**config.mk**
```make
export PLATFORM = sky130hd
export DESIGN_NAME = cross_track_error_statistics
export DESIGN_NICKNAME = d
export VERILOG_FILES = /design/src/hw/rtl/ctes_pkg.sv /design/src/hw/rtl/ctes_ctrl.sv /design/src/hw/rtl/ctes_dp.sv /design/src/hw/rtl/cross_track_error_statistics.sv
export SDC_FILE = /design/constraint.sdc
export NUM_CORES = 2
export LEC_CHECK = 0
export ABC_AREA = 0
export BUFFER_PORTS_ARGS = -buffer_cell sky130_fd_sc_hd__buf_2
export CORE_MARGIN = 2
export CORE_UTILIZATION = 50
export CTS_BUF_LIST = sky130_fd_sc_hd__clkbuf_4 sky130_fd_sc_hd__clkbuf_8
export DETAILED_ROUTE_END_ITERATION = 16
export GPL_TIMING_DRIVEN = 1
export PLACE_DENSITY = 0.67
export SYNTH_ARGS = -nofsm -noshare
export SYNTH_HDL_FRONTEND = slang
export SYNTH_SLANG_ARGS = --single-unit
```
**constraint.sdc**
```tcl
create_clock -name clk -period 45 [get_ports clk]
set_input_delay 0 -clock clk [delete_from_list [all_inputs] [get_ports clk]]
set_output_delay 0 -clock clk [all_outputs]
set_load 0.02 [all_outputs]
```
**src/hw/rtl/ctes_pkg.sv**
```systemverilog
// shared types, constants and tables for the cross-track error statistics block
package ctes_pkg;

    localparam int CORDIC_STEPS = 30;
    localparam int MUL_STEPS    = 36;
    localparam int DIV_STEPS    = 64;
    localparam int SQRT_STEPS   = 32;
    localparam logic signed [33:0] CORDIC_GAIN = 34'sd652032874;
    localparam logic [30:0] MAX31 = 31'h7FFF_FFFF;

    typedef enum logic [1:0] {
        MODE_UPDATE = 2'd0,
        MODE_DIST   = 2'd1,
        MODE_CLEAR  = 2'd2,
        MODE_NONE   = 2'd3
    } mode_t;

    typedef enum logic [4:0] {
        OP_IDLE,
        OP_LOAD,
        OP_CORDIC_INIT,
        OP_CORDIC_STEP,
        OP_MUL_A_INIT,
        OP_MUL_B_INIT,
        OP_MUL_STEP,
        OP_STAT1,
        OP_DIV_STEP,
        OP_STAT2,
        OP_STAT3,
        OP_DX_INIT,
        OP_DY_INIT,
        OP_DIST_SUM,
        OP_SQRT_STEP,
        OP_DIST_SAVE,
        OP_CLEAR,
        OP_DEV_ZERO,
        OP_DEV_DIV_INIT,
        OP_DEV_SQRT_INIT,
        OP_DEV_SAVE,
        OP_OUT_LOAD
    } op_t;

    typedef enum logic [4:0] {
        S_IDLE,
        S_CORDIC_INIT,
        S_CORDIC,
        S_MUL_A_INIT,
        S_MUL_A,
        S_MUL_B_INIT,
        S_MUL_B,
        S_STAT1,
        S_DIV_MEAN,
        S_STAT2,
        S_MUL_C,
        S_STAT3,
        S_DX_INIT,
        S_MUL_DX,
        S_DY_INIT,
        S_MUL_DY,
        S_DIST_SUM,
        S_SQRT_DIST,
        S_DIST_SAVE,
        S_CLEAR,
        S_DEV,
        S_DIV_DEV,
        S_SQRT_DEV_INIT,
        S_SQRT_DEV,
        S_DEV_SAVE,
        S_OUT
    } state_t;

    typedef struct packed {
        op_t op;
    } cmd_t;

    typedef struct packed {
        logic cordic_last;
        logic mul_last;
        logic div_last;
        logic sqrt_last;
        logic count_zero;
    } stat_t;

    function automatic logic [31:0] atan_turn(input logic [4:0] idx);
        logic [31:0] v;
        case (idx)
            5'd0:  v = 32'h2000_0000;
            5'd1:  v = 32'h12E4_051E;
            5'd2:  v = 32'h09FB_385B;
            5'd3:  v = 32'h0511_11D4;
            5'd4:  v = 32'h028B_0D43;
            5'd5:  v = 32'h0145_D7E1;
            5'd6:  v = 32'h00A2_F61E;
            5'd7:  v = 32'h0051_7C55;
            5'd8:  v = 32'h0028_BE53;
            5'd9:  v = 32'h0014_5F2F;
            5'd10: v = 32'h000A_2F98;
            5'd11: v = 32'h0005_17CC;
            5'd12: v = 32'h0002_8BE6;
            5'd13: v = 32'h0001_45F3;
            5'd14: v = 32'h0000_A2FA;
            5'd15: v = 32'h0000_517D;
            5'd16: v = 32'h0000_28BE;
            5'd17: v = 32'h0000_145F;
            5'd18: v = 32'h0000_0A30;
            5'd19: v = 32'h0000_0518;
            5'd20: v = 32'h0000_028C;
            5'd21: v = 32'h0000_0146;
            5'd22: v = 32'h0000_00A3;
            5'd23: v = 32'h0000_0051;
            5'd24: v = 32'h0000_0029;
            5'd25: v = 32'h0000_0014;
            5'd26: v = 32'h0000_000A;
            5'd27: v = 32'h0000_0005;
            5'd28: v = 32'h0000_0003;
            5'd29: v = 32'h0000_0001;
            default: v = 32'h0000_0000;
        endcase
        return v;
    endfunction

    function automatic logic [30:0] sat31(input logic [63:0] v);
        logic [30:0] r;
        if (v > 64'(MAX31))
            r = MAX31;
        else
            r = v[30:0];
        return r;
    endfunction

endpackage

```
**src/hw/rtl/ctes_ctrl.sv**
```systemverilog
// sequencer for the cross-track error statistics block
module ctes_ctrl (
    input  logic            clk,
    input  logic            rst_n,
    input  logic            in_valid,
    output logic            in_stall,
    input  logic [1:0]      mode,
    output logic            out_valid,
    input  logic            out_stall,
    input  ctes_pkg::stat_t stat,
    output ctes_pkg::cmd_t  cmd
);

    ctes_pkg::state_t state_reg;
    ctes_pkg::state_t state_next;
    logic             out_valid_reg;
    logic             out_valid_next;
    logic             accept;
    logic             out_free;

    assign in_stall  = (state_reg != ctes_pkg::S_IDLE);
    assign accept    = in_valid && !in_stall;
    assign out_free  = !out_valid_reg || !out_stall;
    assign out_valid = out_valid_reg;

    always_ff @(posedge clk or negedge rst_n)
    begin
        if (!rst_n)
        begin
            state_reg     <= ctes_pkg::S_IDLE;
            out_valid_reg <= 1'b0;
        end
        else
        begin
            state_reg     <= state_next;
            out_valid_reg <= out_valid_next;
        end
    end

    // next state
    always_comb
    begin
        state_next = state_reg;
        case (state_reg)
            ctes_pkg::S_IDLE:
            begin
                if (accept)
                begin
                    case (mode)
                        ctes_pkg::MODE_UPDATE: state_next = ctes_pkg::S_CORDIC_INIT;
                        ctes_pkg::MODE_DIST:   state_next = ctes_pkg::S_DX_INIT;
                        ctes_pkg::MODE_CLEAR:  state_next = ctes_pkg::S_CLEAR;
                        default:               state_next = ctes_pkg::S_DEV;
                    endcase
                end
            end
            ctes_pkg::S_CORDIC_INIT: state_next = ctes_pkg::S_CORDIC;
            ctes_pkg::S_CORDIC:
            begin
                if (stat.cordic_last)
                    state_next = ctes_pkg::S_MUL_A_INIT;
            end
            ctes_pkg::S_MUL_A_INIT:  state_next = ctes_pkg::S_MUL_A;
            ctes_pkg::S_MUL_A:
            begin
                if (stat.mul_last)
                    state_next = ctes_pkg::S_MUL_B_INIT;
            end
            ctes_pkg::S_MUL_B_INIT:  state_next = ctes_pkg::S_MUL_B;
            ctes_pkg::S_MUL_B:
            begin
                if (stat.mul_last)
                    state_next = ctes_pkg::S_STAT1;
            end
            ctes_pkg::S_STAT1:       state_next = ctes_pkg::S_DIV_MEAN;
            ctes_pkg::S_DIV_MEAN:
            begin
                if (stat.div_last)
                    state_next = ctes_pkg::S_STAT2;
            end
            ctes_pkg::S_STAT2:       state_next = ctes_pkg::S_MUL_C;
            ctes_pkg::S_MUL_C:
            begin
                if (stat.mul_last)
                    state_next = ctes_pkg::S_STAT3;
            end
            ctes_pkg::S_STAT3:       state_next = ctes_pkg::S_DEV;
            ctes_pkg::S_DX_INIT:     state_next = ctes_pkg::S_MUL_DX;
            ctes_pkg::S_MUL_DX:
            begin
                if (stat.mul_last)
                    state_next = ctes_pkg::S_DY_INIT;
            end
            ctes_pkg::S_DY_INIT:     state_next = ctes_pkg::S_MUL_DY;
            ctes_pkg::S_MUL_DY:
            begin
                if (stat.mul_last)
                    state_next = ctes_pkg::S_DIST_SUM;
            end
            ctes_pkg::S_DIST_SUM:    state_next = ctes_pkg::S_SQRT_DIST;
            ctes_pkg::S_SQRT_DIST:
            begin
                if (stat.sqrt_last)
                    state_next = ctes_pkg::S_DIST_SAVE;
            end
            ctes_pkg::S_DIST_SAVE:   state_next = ctes_pkg::S_DEV;
            ctes_pkg::S_CLEAR:       state_next = ctes_pkg::S_DEV;
            ctes_pkg::S_DEV:
            begin
                if (stat.count_zero)
                    state_next = ctes_pkg::S_OUT;
                else
                    state_next = ctes_pkg::S_DIV_DEV;
            end
            ctes_pkg::S_DIV_DEV:
            begin
                if (stat.div_last)
                    state_next = ctes_pkg::S_SQRT_DEV_INIT;
            end
            ctes_pkg::S_SQRT_DEV_INIT: state_next = ctes_pkg::S_SQRT_DEV;
            ctes_pkg::S_SQRT_DEV:
            begin
                if (stat.sqrt_last)
                    state_next = ctes_pkg::S_DEV_SAVE;
            end
            ctes_pkg::S_DEV_SAVE:    state_next = ctes_pkg::S_OUT;
            ctes_pkg::S_OUT:
            begin
                if (out_free)
                    state_next = ctes_pkg::S_IDLE;
            end
            default:                 state_next = ctes_pkg::S_IDLE;
        endcase
    end

    // outputs
    always_comb
    begin
        cmd.op         = ctes_pkg::OP_IDLE;
        out_valid_next = out_valid_reg && out_stall;
        case (state_reg)
            ctes_pkg::S_IDLE:
            begin
                if (accept)
                    cmd.op = ctes_pkg::OP_LOAD;
            end
            ctes_pkg::S_CORDIC_INIT:   cmd.op = ctes_pkg::OP_CORDIC_INIT;
            ctes_pkg::S_CORDIC:        cmd.op = ctes_pkg::OP_CORDIC_STEP;
            ctes_pkg::S_MUL_A_INIT:    cmd.op = ctes_pkg::OP_MUL_A_INIT;
            ctes_pkg::S_MUL_A:         cmd.op = ctes_pkg::OP_MUL_STEP;
            ctes_pkg::S_MUL_B_INIT:    cmd.op = ctes_pkg::OP_MUL_B_INIT;
            ctes_pkg::S_MUL_B:         cmd.op = ctes_pkg::OP_MUL_STEP;
            ctes_pkg::S_STAT1:         cmd.op = ctes_pkg::OP_STAT1;
            ctes_pkg::S_DIV_MEAN:      cmd.op = ctes_pkg::OP_DIV_STEP;
            ctes_pkg::S_STAT2:         cmd.op = ctes_pkg::OP_STAT2;
            ctes_pkg::S_MUL_C:         cmd.op = ctes_pkg::OP_MUL_STEP;
            ctes_pkg::S_STAT3:         cmd.op = ctes_pkg::OP_STAT3;
            ctes_pkg::S_DX_INIT:       cmd.op = ctes_pkg::OP_DX_INIT;
            ctes_pkg::S_MUL_DX:        cmd.op = ctes_pkg::OP_MUL_STEP;
            ctes_pkg::S_DY_INIT:       cmd.op = ctes_pkg::OP_DY_INIT;
            ctes_pkg::S_MUL_DY:        cmd.op = ctes_pkg::OP_MUL_STEP;
            ctes_pkg::S_DIST_SUM:      cmd.op = ctes_pkg::OP_DIST_SUM;
            ctes_pkg::S_SQRT_DIST:     cmd.op = ctes_pkg::OP_SQRT_STEP;
            ctes_pkg::S_DIST_SAVE:     cmd.op = ctes_pkg::OP_DIST_SAVE;
            ctes_pkg::S_CLEAR:         cmd.op = ctes_pkg::OP_CLEAR;
            ctes_pkg::S_DEV:
            begin
                if (stat.count_zero)
                    cmd.op = ctes_pkg::OP_DEV_ZERO;
                else
                    cmd.op = ctes_pkg::OP_DEV_DIV_INIT;
            end
            ctes_pkg::S_DIV_DEV:       cmd.op = ctes_pkg::OP_DIV_STEP;
            ctes_pkg::S_SQRT_DEV_INIT: cmd.op = ctes_pkg::OP_DEV_SQRT_INIT;
            ctes_pkg::S_SQRT_DEV:      cmd.op = ctes_pkg::OP_SQRT_STEP;
            ctes_pkg::S_DEV_SAVE:      cmd.op = ctes_pkg::OP_DEV_SAVE;
            ctes_pkg::S_OUT:
            begin
                if (out_free)
                begin
                    cmd.op         = ctes_pkg::OP_OUT_LOAD;
                    out_valid_next = 1'b1;
                end
            end
            default:                   cmd.op = ctes_pkg::OP_IDLE;
        endcase
    end

endmodule

```
**src/hw/rtl/ctes_dp.sv**
```systemverilog
// datapath: cordic, shift-add multiplier, restoring divider, square root and statistics
module ctes_dp #(
    parameter int COUNT_WIDTH = 32
) (
    input  logic                clk,
    input  logic                rst_n,
    input  ctes_pkg::cmd_t      cmd,
    output ctes_pkg::stat_t     stat,
    input  logic signed [31:0]  pose_x,
    input  logic signed [31:0]  pose_y,
    input  logic signed [31:0]  ref_x,
    input  logic signed [31:0]  ref_y,
    input  logic [15:0]         ref_heading,
    output logic signed [31:0]  last_error,
    output logic [30:0]         peak_abs_error,
    output logic signed [31:0]  mean_error,
    output logic [30:0]         deviation,
    output logic [31:0]         sign_flips,
    output logic [31:0]         sample_total,
    output logic [30:0]         target_distance
);

    localparam logic [COUNT_WIDTH-1:0] CMAX = '1;

    // input word
    logic signed [32:0] ex_reg, ey_reg;
    logic [15:0]        head_reg;

    // iteration counter
    logic [5:0] iter_reg;

    // cordic
    logic signed [33:0] cx_reg, cy_reg;
    logic signed [32:0] cz_reg;
    logic               flip_reg;

    // multiplier
    logic signed [35:0] ma_reg, mb_reg;
    logic [71:0]        acc_reg;
    logic               sub_reg;

    // divider
    logic [63:0] dvd_reg;
    logic [31:0] rem_reg;
    logic [31:0] dvs_reg;

    // square root
    logic [63:0] sv_reg, sres_reg;

    // statistics
    logic [30:0]            peak_reg;
    logic signed [31:0]     last_reg;
    logic signed [31:0]     mean_reg;
    logic [63:0]            spread_reg;
    logic [COUNT_WIDTH-1:0] count_reg;
    logic [31:0]            flips_reg;
    logic [1:0]             prior_reg;
    logic [30:0]            dist_reg;
    logic [30:0]            dev_reg;
    logic                   dneg_reg;
    logic [32:0]            m1_reg;
    logic [63:0]            sq_reg;
    logic                   dsat_reg;

    // output word
    logic signed [31:0] o_last_reg, o_mean_reg;
    logic [30:0]        o_peak_reg, o_dev_reg, o_dist_reg;
    logic [31:0]        o_flips_reg, o_count_reg;

    // combinational helpers
    logic                   flip_c;
    logic [31:0]            angle_c;
    logic signed [33:0]     xs_c, ys_c;
    logic signed [32:0]     at_c;
    logic [71:0]            part_c;
    logic                   neg_c;
    logic [63:0]            rnd_c;
    logic signed [33:0]     t34_c;
    logic signed [31:0]     cte_c;
    logic [31:0]            amag_c;
    logic [30:0]            amag31_c;
    logic [COUNT_WIDTH-1:0] n_c;
    logic [31:0]            n32_c;
    logic signed [32:0]     delta_c;
    logic [32:0]            m1_c;
    logic [32:0]            tdiv_c;
    logic                   qbit_c;
    logic signed [34:0]     q_c, mean35_c, nm_c;
    logic signed [35:0]     d2_c;
    logic [35:0]            m2_c;
    logic [63:0]            term_c;
    logic [64:0]            ssum_c;
    logic [1:0]             sgn_c;
    logic [32:0]            adx_c, ady_c;
    logic [64:0]            dsum_c;
    logic [5:0]             bsh_c;
    logic [63:0]            bit_c;
    logic [63:0]            rb_c;

    always_comb
    begin
        flip_c   = ref_heading[15] ^ ref_heading[14];
        angle_c  = {head_reg[15] ^ (head_reg[15] ^ head_reg[14]), head_reg[14:0], 16'h0000};
        xs_c     = cx_reg >>> iter_reg[4:0];
        ys_c     = cy_reg >>> iter_reg[4:0];
        at_c     = signed'({1'b0, ctes_pkg::atan_turn(iter_reg[4:0])});

        part_c   = mb_reg[iter_reg] ? (72'({{36{ma_reg[35]}}, ma_reg}) << iter_reg) : 72'd0;
        neg_c    = (iter_reg == 6'(ctes_pkg::MUL_STEPS - 1)) ^ sub_reg;

        rnd_c    = acc_reg[63:0] + 64'h0000_0000_2000_0000;
        t34_c    = signed'(rnd_c[63:30]);
        if (t34_c[33:31] == 3'b000 || t34_c[33:31] == 3'b111)
            cte_c = t34_c[31:0];
        else if (t34_c[33])
            cte_c = 32'sh8000_0000;
        else
            cte_c = 32'sh7FFF_FFFF;
        amag_c   = cte_c[31] ? 32'(-cte_c) : 32'(cte_c);
        amag31_c = (amag_c > 32'(ctes_pkg::MAX31)) ? ctes_pkg::MAX31 : amag_c[30:0];
        n_c      = (count_reg < CMAX) ? count_reg + 1'b1 : count_reg;
        n32_c    = 32'(n_c);
        delta_c  = 33'(cte_c) - 33'(mean_reg);
        m1_c     = delta_c[32] ? 33'(-delta_c) : 33'(delta_c);

        tdiv_c   = {rem_reg, dvd_reg[63]};
        qbit_c   = (tdiv_c >= 33'(dvs_reg));

        q_c      = signed'({1'b0, dvd_reg[33:0]});
        mean35_c = 35'(mean_reg);
        nm_c     = dneg_reg ? mean35_c - q_c : mean35_c + q_c;
        d2_c     = 36'(last_reg) - 36'(nm_c);
        m2_c     = d2_c[35] ? 36'(-d2_c) : 36'(d2_c);

        term_c   = (|acc_reg[71:64]) ? 64'hFFFF_FFFF_FFFF_FFFF : acc_reg[63:0];
        ssum_c   = 65'(spread_reg) + 65'(term_c);
        sgn_c    = last_reg[31] ? 2'd2 : 2'd1;

        adx_c    = ex_reg[32] ? 33'(-ex_reg) : 33'(ex_reg);
        ady_c    = ey_reg[32] ? 33'(-ey_reg) : 33'(ey_reg);
        dsum_c   = 65'(sq_reg) + 65'(acc_reg[63:0]);

        bsh_c    = 6'd62 - {iter_reg[4:0], 1'b0};
        bit_c    = 64'd1 << bsh_c;
        rb_c     = sres_reg + bit_c;
    end

    assign stat.cordic_last = (iter_reg == 6'(ctes_pkg::CORDIC_STEPS - 1));
    assign stat.mul_last    = (iter_reg == 6'(ctes_pkg::MUL_STEPS - 1));
    assign stat.div_last    = (iter_reg == 6'(ctes_pkg::DIV_STEPS - 1));
    assign stat.sqrt_last   = (iter_reg == 6'(ctes_pkg::SQRT_STEPS - 1));
    assign stat.count_zero  = (count_reg == '0);

    // iteration counter
    always_ff @(posedge clk or negedge rst_n)
    begin
        if (!rst_n)
            iter_reg <= '0;
        else if (cmd.op == ctes_pkg::OP_CORDIC_STEP || cmd.op == ctes_pkg::OP_MUL_STEP ||
                 cmd.op == ctes_pkg::OP_DIV_STEP || cmd.op == ctes_pkg::OP_SQRT_STEP)
            iter_reg <= iter_reg + 6'd1;
        else
            iter_reg <= '0;
    end

    // statistics state
    always_ff @(posedge clk or negedge rst_n)
    begin
        if (!rst_n)
        begin
            peak_reg   <= '0;
            last_reg   <= '0;
            mean_reg   <= '0;
            spread_reg <= '0;
            count_reg  <= '0;
            flips_reg  <= '0;
            prior_reg  <= '0;
            dist_reg   <= '0;
        end
        else
        begin
            case (cmd.op)
                ctes_pkg::OP_STAT1:
                begin
                    if (amag31_c > peak_reg)
                        peak_reg <= amag31_c;
                    last_reg  <= cte_c;
                    count_reg <= n_c;
                end
                ctes_pkg::OP_STAT2:
                begin
                    mean_reg <= nm_c[31:0];
                end
                ctes_pkg::OP_STAT3:
                begin
                    spread_reg <= ssum_c[64] ? 64'hFFFF_FFFF_FFFF_FFFF : ssum_c[63:0];
                    if (prior_reg != 2'd0 && sgn_c != prior_reg && flips_reg != 32'hFFFF_FFFF)
                        flips_reg <= flips_reg + 32'd1;
                    prior_reg <= sgn_c;
                end
                ctes_pkg::OP_DIST_SAVE:
                begin
                    dist_reg <= dsat_reg ? ctes_pkg::MAX31 : ctes_pkg::sat31(sres_reg);
                end
                ctes_pkg::OP_CLEAR:
                begin
                    peak_reg   <= '0;
                    last_reg   <= '0;
                    mean_reg   <= '0;
                    spread_reg <= '0;
                    count_reg  <= '0;
                    flips_reg  <= '0;
                    prior_reg  <= '0;
                    dist_reg   <= '0;
                end
                default:
                begin
                end
            endcase
        end
    end

    // working registers
    always_ff @(posedge clk)
    begin
        case (cmd.op)
            ctes_pkg::OP_LOAD:
            begin
                ex_reg   <= 33'(pose_x) - 33'(ref_x);
                ey_reg   <= 33'(pose_y) - 33'(ref_y);
                head_reg <= ref_heading;
                flip_reg <= flip_c;
            end
            ctes_pkg::OP_CORDIC_INIT:
            begin
                cx_reg <= ctes_pkg::CORDIC_GAIN;
                cy_reg <= '0;
                cz_reg <= 33'(signed'(angle_c));
            end
            ctes_pkg::OP_CORDIC_STEP:
            begin
                if (!cz_reg[32])
                begin
                    cx_reg <= cx_reg - ys_c;
                    cy_reg <= cy_reg + xs_c;
                    cz_reg <= cz_reg - at_c;
                end
                else
                begin
                    cx_reg <= cx_reg + ys_c;
                    cy_reg <= cy_reg - xs_c;
                    cz_reg <= cz_reg + at_c;
                end
            end
            ctes_pkg::OP_MUL_A_INIT:
            begin
                ma_reg  <= flip_reg ? 36'(-cx_reg) : 36'(cx_reg);
                mb_reg  <= 36'(ey_reg);
                acc_reg <= '0;
                sub_reg <= 1'b0;
            end
            ctes_pkg::OP_MUL_B_INIT:
            begin
                ma_reg  <= flip_reg ? 36'(-cy_reg) : 36'(cy_reg);
                mb_reg  <= 36'(ex_reg);
                sub_reg <= 1'b1;
            end
            ctes_pkg::OP_MUL_STEP:
            begin
                acc_reg <= neg_c ? acc_reg - part_c : acc_reg + part_c;
            end
            ctes_pkg::OP_STAT1:
            begin
                dneg_reg <= delta_c[32];
                m1_reg   <= m1_c;
                dvd_reg  <= 64'(m1_c) + 64'(n32_c >> 1);
                dvs_reg  <= n32_c;
                rem_reg  <= '0;
            end
            ctes_pkg::OP_DIV_STEP:
            begin
                rem_reg <= qbit_c ? 32'(tdiv_c - 33'(dvs_reg)) : tdiv_c[31:0];
                dvd_reg <= {dvd_reg[62:0], qbit_c};
            end
            ctes_pkg::OP_STAT2:
            begin
                ma_reg  <= signed'(36'(m1_reg));
                mb_reg  <= signed'(m2_c);
                acc_reg <= '0;
                sub_reg <= 1'b0;
            end
            ctes_pkg::OP_DX_INIT:
            begin
                ma_reg  <= signed'(36'(adx_c));
                mb_reg  <= signed'(36'(adx_c));
                acc_reg <= '0;
                sub_reg <= 1'b0;
            end
            ctes_pkg::OP_DY_INIT:
            begin
                sq_reg  <= acc_reg[63:0];
                ma_reg  <= signed'(36'(ady_c));
                mb_reg  <= signed'(36'(ady_c));
                acc_reg <= '0;
                sub_reg <= 1'b0;
            end
            ctes_pkg::OP_DIST_SUM:
            begin
                dsat_reg <= dsum_c[64];
                sv_reg   <= dsum_c[63:0];
                sres_reg <= '0;
            end
            ctes_pkg::OP_SQRT_STEP:
            begin
                if (sv_reg >= rb_c)
                begin
                    sv_reg   <= sv_reg - rb_c;
                    sres_reg <= (sres_reg >> 1) + bit_c;
                end
                else
                begin
                    sres_reg <= sres_reg >> 1;
                end
            end
            ctes_pkg::OP_DEV_ZERO:
            begin
                dev_reg <= '0;
            end
            ctes_pkg::OP_DEV_DIV_INIT:
            begin
                dvd_reg <= spread_reg;
                dvs_reg <= 32'(count_reg);
                rem_reg <= '0;
            end
            ctes_pkg::OP_DEV_SQRT_INIT:
            begin
                sv_reg   <= dvd_reg;
                sres_reg <= '0;
            end
            ctes_pkg::OP_DEV_SAVE:
            begin
                dev_reg <= ctes_pkg::sat31(sres_reg);
            end
            ctes_pkg::OP_OUT_LOAD:
            begin
                o_last_reg  <= last_reg;
                o_peak_reg  <= peak_reg;
                o_mean_reg  <= mean_reg;
                o_dev_reg   <= dev_reg;
                o_flips_reg <= flips_reg;
                o_count_reg <= 32'(count_reg);
                o_dist_reg  <= dist_reg;
            end
            default:
            begin
            end
        endcase
    end

    assign last_error      = o_last_reg;
    assign peak_abs_error  = o_peak_reg;
    assign mean_error      = o_mean_reg;
    assign deviation       = o_dev_reg;
    assign sign_flips      = o_flips_reg;
    assign sample_total    = o_count_reg;
    assign target_distance = o_dist_reg;

endmodule

```
**src/hw/rtl/cross_track_error_statistics.sv**
```systemverilog
// top level of the cross-track error statistics block
//
// input channel: in_valid / in_stall carry one word of mode, pose, reference point
// and heading; output channel: out_valid / out_stall carry one result word per input
// word with the statistics as they stand after that word
// mode update: cordic sine/cosine, two 36-step shift-add multiplies, a 64-step
// restoring divide for the mean, a third multiply, then the deviation (64-step divide
// of m2 by the count and a 32-step square root)
// mode distance: two multiplies and a square root, plus the deviation
// unused mode: the deviation only; clear: wipes the statistics, then the deviation
// one word is in work at a time; the iterative units set the rate
// the result sits in an output register, so the next word is taken while it waits;
// a word that finishes while the previous result is still stalled holds until it
// is taken
// reset clears all statistics and the output valid flag; no clearing pass is needed
module cross_track_error_statistics #(
    parameter int COUNT_WIDTH = 32
) (
    input  logic               clk,
    input  logic               rst_n,
    input  logic               in_valid,
    output logic               in_stall,
    input  logic [1:0]         mode,
    input  logic signed [31:0] pose_x,
    input  logic signed [31:0] pose_y,
    input  logic signed [31:0] ref_x,
    input  logic signed [31:0] ref_y,
    input  logic [15:0]        ref_heading,
    output logic               out_valid,
    input  logic               out_stall,
    output logic signed [31:0] last_error,
    output logic [30:0]        peak_abs_error,
    output logic signed [31:0] mean_error,
    output logic [30:0]        deviation,
    output logic [31:0]        sign_flips,
    output logic [31:0]        sample_total,
    output logic [30:0]        target_distance
);

    ctes_pkg::cmd_t  cmd;
    ctes_pkg::stat_t stat;

    ctes_ctrl u_ctrl (
        .clk       (clk),
        .rst_n     (rst_n),
        .in_valid  (in_valid),
        .in_stall  (in_stall),
        .mode      (mode),
        .out_valid (out_valid),
        .out_stall (out_stall),
        .stat      (stat),
        .cmd       (cmd)
    );

    ctes_dp #(
        .COUNT_WIDTH (COUNT_WIDTH)
    ) u_dp (
        .clk             (clk),
        .rst_n           (rst_n),
        .cmd             (cmd),
        .stat            (stat),
        .pose_x          (pose_x),
        .pose_y          (pose_y),
        .ref_x           (ref_x),
        .ref_y           (ref_y),
        .ref_heading     (ref_heading),
        .last_error      (last_error),
        .peak_abs_error  (peak_abs_error),
        .mean_error      (mean_error),
        .deviation       (deviation),
        .sign_flips      (sign_flips),
        .sample_total    (sample_total),
        .target_distance (target_distance)
    );

endmodule

```
# Yosys cells after proc, flatten, opt, wreduce, memory -nomap -nowiden
# Memories as Yosys holds them, arrays and structs flattened.
# Cells that the tools add are included.
# op_classes
addsub	33
order_cmp	7
n_eq_ne	70
n_shift	4
n_mux	72
bitwise_logic	4
n_reduce_logical	44
# op_table
cell	count
32-bit case mux with 2 select lines	6
64-bit case mux with 3 select lines	2
36-bit case mux with 5 select lines	2
64-bit 2-to-1 mux	4
64-bit case mux with 2 select lines	2
32-bit 2-to-1 mux	6
31-bit case mux with 2 select lines	3
72-bit 2-to-1 mux	2
72-bit case mux with 2 select lines	1
34-bit case mux with 2 select lines	2
33-bit 2-to-1 mux	4
64-bit by 64-bit adder with 65-bit output	2
31-bit 2-to-1 mux	4
5-bit case mux with 24 select lines	1
36-bit 2-to-1 mux	3
5-bit case mux with 20 select lines	1
33-bit negator	3
32-bit by 32-bit subtractor with 33-bit output	3
5-bit by 4-bit == test with 1-bit output, second input constant	16
5-bit == test, second input constant	16
72-bit adder	1
34-bit negator with 36-bit output	2
72-bit by 6-bit left shift with 72-bit output	1
72-bit subtractor	1
other kinds (69)	146
# word_totals
ff_bits	1204
romBits	960
in_bits	150
output_inout_bits	223
mem_count	1
# mem_list
memory	depth	width	rd	rd_ports_with_merged_regs	write_ports	line	source
(no name shown)	32	30	1	0	0	ctes_pkg.sv:86	case (idx)

# Longest topological paths before layout
# depth
depth_word	11
depth_mapped	43

# By module
# From an unflattened synthesis, not the netlist that was laid out.
# unflattened
hier_cells	11326
hier_area_um2	101945.3
# modules_own_cells
module	instances	cells_each	area_each_um2	seq_area_each_um2
ctes_dp	1	11214	101066.9	34633.2
ctes_ctrl	1	112	878.3	150.1

# Worst setup path after synthesis
# Ideal clock, no wire load.
# synth_path
kind	flip-flop to flip-flop
startpoint	register u_ctrl.state_reg[3]
endpoint	register u_dp.acc_reg[0] (enable)
setup_time_ns	0.526
t_arrival_ns	15.859
setup_slack_ns	28.615
path_stages_with_launch	9
path_buffers	1
synth_period_minus_slack_ns	16.385
cell_sequence	dfrtp_1 -> clkbuf_1 -> inv_1 -> nor2_1 -> nand4b_1 -> a21oi_1 -> o311a_1 -> a31oi_1 -> a21oi_1
# synth_via
elab_chain_len	8
# synth_lines
item	line	source
from (decl)	ctes_ctrl.sv:14	ctes_pkg::state_t state_reg;
from (signal assigned)	ctes_ctrl.sv:30	state_reg <= ctes_pkg::S_IDLE;
from (signal assigned)	ctes_ctrl.sv:35	state_reg <= state_next;
5-bit nonzero test	ctes_ctrl.sv:21	assign in_stall = (state_reg != ctes_pkg::S_IDLE);
1-bit zero test	ctes_ctrl.sv:22	assign accept = in_valid && !in_stall;
1-bit logical AND	ctes_ctrl.sv:22	
1-bit 2-to-1 mux	ctes_ctrl.sv:144	if (accept)
5-bit case mux with 20 select lines (*)	ctes_ctrl.sv:141	case (state_reg)
5-bit by 3-bit == test with 1-bit output or 5-bit by 4-bit == test with 1-bit output (tied branches)	ctes_dp.sv:226	case (cmd.op)
4-bit OR reduction (no source line)	n/a	
2-bit nonzero test (no source line) (*)	n/a	
to (signal assigned)	ctes_dp.sv:270	acc_reg <= neg_c ? acc_reg - part_c : acc_reg + part_c;
to (decl)	ctes_dp.sv:39	logic [71:0] acc_reg;
# Mark *: on every way between the ends. The rest lies on a longest branch, timed or not.
# A chain may end at the register's enable or synchronous reset.

# Worst setup path in the final report
# layout_path
startpoint	register u_dp.acc_reg[29]
endpoint	register u_dp.dvd_reg[30], data pin
# layout_via
elab_chain_len	9
# layout_lines
item	line	source
64-bit by 30-bit adder with 64-bit output (*)	ctes_dp.sv:111	rnd_c = acc_reg[63:0] + 64'h0000_0000_2000_0000;
3-bit == test or 3-bit zero test (tied branches)	ctes_dp.sv:113	if (t34_c[33:31] == 3'b000 || t34_c[33:31] == 3'b111)
1-bit logical OR	ctes_dp.sv:113	
32-bit 2-to-1 mux (*)	ctes_dp.sv:113	
32-bit by 32-bit subtractor with 33-bit output (*)	ctes_dp.sv:123	delta_c = 33'(cte_c) - 33'(mean_reg);
33-bit negator	ctes_dp.sv:124	m1_c = delta_c[32] ? 33'(-delta_c) : 33'(delta_c);
33-bit 2-to-1 mux (*)	ctes_dp.sv:124	
via u_dp.m1_c[1]	ctes_dp.sv:85	logic [32:0] m1_c;
33-bit by 31-bit adder with 34-bit output (*)	ctes_dp.sv:276	dvd_reg <= 64'(m1_c) + 64'(n32_c >> 1);
64-bit case mux with 3 select lines (*)	ctes_dp.sv:226	
to (signal assigned)	ctes_dp.sv:276	
to (signal assigned)	ctes_dp.sv:283	dvd_reg <= {dvd_reg[62:0], qbit_c};
to (signal assigned)	ctes_dp.sv:331	dvd_reg <= spread_reg;
to (decl)	ctes_dp.sv:43	logic [63:0] dvd_reg;
# Mark *: on every way through the listed nets, which the timed path passes. The rest lies on a longest branch.

==> impl_results.md <==
- DP Wirelength: 298000 um
- Gr ovfl total: 0
- Critical path peak fanout: 26
- Synth cell types: 121
- Worst Path Arrival: 12780 ps
- Via density: 6.42
- Syn Inst Count: 11.3k
- Avg Cell Area, Syn: 8.97 um2
- DRC: 0
- Routed len/inst: 26.6 um
- Violated checks: max-capacitance violations, max-slew violations
- Slowest stage cell, crit path: o21ai_0
- Dpl cell area: 105000 um2
- Post-synth EDFFs: 935
- Router iterations before antenna repair: 7
- Relative slew slack: -4.14%
- CP Class: reg2reg
- Dominant cell type by area after synthesis: edfxtp_1
- Worst skew pair latency: 1020 ps
- RR Endpoint: u_dp.dvd_reg[30]
- Critical path launch point: u_dp.acc_reg[29]
- Hold Path Class: in2reg
- Reg clk slew, reported paths: 70 ps
- Via Count: 93.8k
- Largest cells by area after synthesis: edfxtp_1 28%, ha_1 8.8%, dfrtp_1 6.6%
- Endpoints failing setup: 0
- Final #Nets: 12.6k
- FF-to-FF path depth: 36
- Tcrit/Tclk final: 26.8%
- Async SR Flop Fraction: 22.3%
- Seq/Total Area, Yosys: 34.3%
- CP startpoint kind: flop
- # rows: 165
- Vias in the first global route: 89.3k
- Die height: 454 um
- R2r startpoint: u_dp.acc_reg[29]
- Layout Utilization: 56.1%
- Fmax: 82.8 MHz
- Largest register FFs: 72
- Largest net degree at the start of global routing: 96
- Most common cell in the netlist: nor2_1
- Reg-to-reg slack, setup: 32930 ps
- Num CTS Buffers: 217
- First-pass GRT wire length: 570000 um
- Final Instance Area: 113000 um2
- RSZ-0062 raised after global routing: false
- Crit path capture: u_dp.dvd_reg[30]
- GP Congestion: 1.03
- Iteration-0 DRC Markers: 10.5k
- Clock period minus final worst setup slack: 12070 ps
- Layout area overhead: 11.7%
- Layout Skew: 72.3 ps
- Worst-Margin Slew: 1520 ps
- Maximum clock path buffer count: 3
- Setup TNS: 0 ps
- Ranking of synthesized cells by instance count: 1071 x nor2_1, 1005 x a21oi_1, 935 x edfxtp_1
- Routed Antenna Nets: 0
- Die Area: 206000 um2
- Num ports: 373
- Yosys reg bits: 1203
- Req. time, crit path: 45710 ps
- Slew Viols, Final: 2
- Synthesized area: 101000 um2
- Initial Util: 50.2%
- WL final: 388000 um
- CTS tree: built
- Clk root buf: clkbuf_8
- Final hold violation count: 0
- Core area: 202000 um2
- CTS H-tree depth: 4
- Layout cells sized above 1: 11.1%
- Max-Cap Viols: 1
- Synth Net Count: 12.2k
- Input/output buffers: 372
- Top_reg_cell synth: edfxtp_1
- CTS sink cnt: 1203
- Chip Width: 454 um
- YS warnings: 0
- Initial antenna violation count: 30
- Biggest cell delay along the critical path: 970 ps
- Outcome: finished, violations left
- All-Layer GR Usage: 36.5%
- Endpoint class of the critical path: flop
- Top cell type's share of synthesized area: 27.7%
==> layout by cell type (no fill, tap or decap), drive strengths merged, types with 41 or more instances in the layout <==
cell type,instances
inv,442
a221oi,41
a211oi,111
nand2,921
o31ai,125
or3,91
a31oi,234
a22o,55
nand3,225
a21o,308
o21bai,97
or2,115
o21a,122
xnor2,542
dfrtp,268
edfxtp,935
nor4,74
a21oi,1006
dlygate4sd3,268
o221ai,43
and2,84
nor3,235
xor2,565
mux4,126
mux2,72
clkbuf,285
o21ai,721
nand2b,136
ha,710
nand4,122
nor2,1072
mux2i,138
nor2b,128
buf,515
o211ai,58
clkinv,91
and3,129
a22oi,81
o22ai,83
==> kinds of logic after synthesis <==
family / after synthesis / synth area share [%]
fa+ha+maj: 724 / 9.05
buf+inv: 1002 / 4.00
compound gates: 3447 / 21.7
xor+xnor: 1107 / 9.57
flops: 1203 / 34.3
simple gates: 3476 / 16.4
mux: 336 / 5.00
==> worst min-delay path by stage <==
| stage | depth (start not counted) | endpoint | from |
|---|---|---|---|
| floorplan | 0 | u_ctrl.out_valid | rst_n |
| global placement | 1 | u_dp.mean_reg[3] | rst_n |
| detailed placement | 1 | u_dp.mean_reg[4] | rst_n |
| CTS | 5 | u_dp.ex_reg[1] | pose_x[1] |
| global route | 5 | u_dp.ex_reg[1] | pose_x[1] |
| finish | 5 | u_dp.ex_reg[1] | pose_x[1] |
==> routing by layer <==
layer  vias up  part of all wire (%)  GRT usage, %
li1      42800                     -             -
met5         -                 0.046             0
met1     45800                    41          47.7
met3       906                   7.7          6.84
met4        26                   5.3          17.3
met2      4238                    46          58.2
==> through the flow <==
stage | hold WS, ps | setup WS [ps] | cells
floorplan | -296 | 28610 | 11300
global placement | 101 | 33500 | 13900
detailed placement | 120 | 33270 | 13900
CTS | 9.47 | 33170 | 14600
global route | 79.6 | 32070 | 14600
finish | 126 | 32930 | 14600
==> worst max-delay path, delay by kind of cell, from the launching register on <==
family | cells | cell delay [ps]
compound gates | 23 | 6600
xor+xnor | 1 | 150
fa+ha+maj | 3 | 1280
buf+inv | 3 | 900
flops | 1 | 540
simple gates | 6 | 2240
==> cell type report <==
class	instances	area [um2]
timing repair buffer	784	5690
sequential	1203	34800
multi-input combinational	9090	62700
fill	17900	88500
clock inverter	129	1340
inverter	436	1640
clock buffer	285	3600
antenna	10	25.0
tap	2672	3340
==> repair_timing <==
action | 4_1_cts | 5_1_grt
gates resized for setup | 0 | 0
buffers inserted | 0 | 0
hold buffers | 269 | 0
endpoints found under the hold margin | 305 | 0
Power is left out: the tool's default activity adds up to more than one toggle a clock period on the data nets, which glitch-free logic cannot reach.
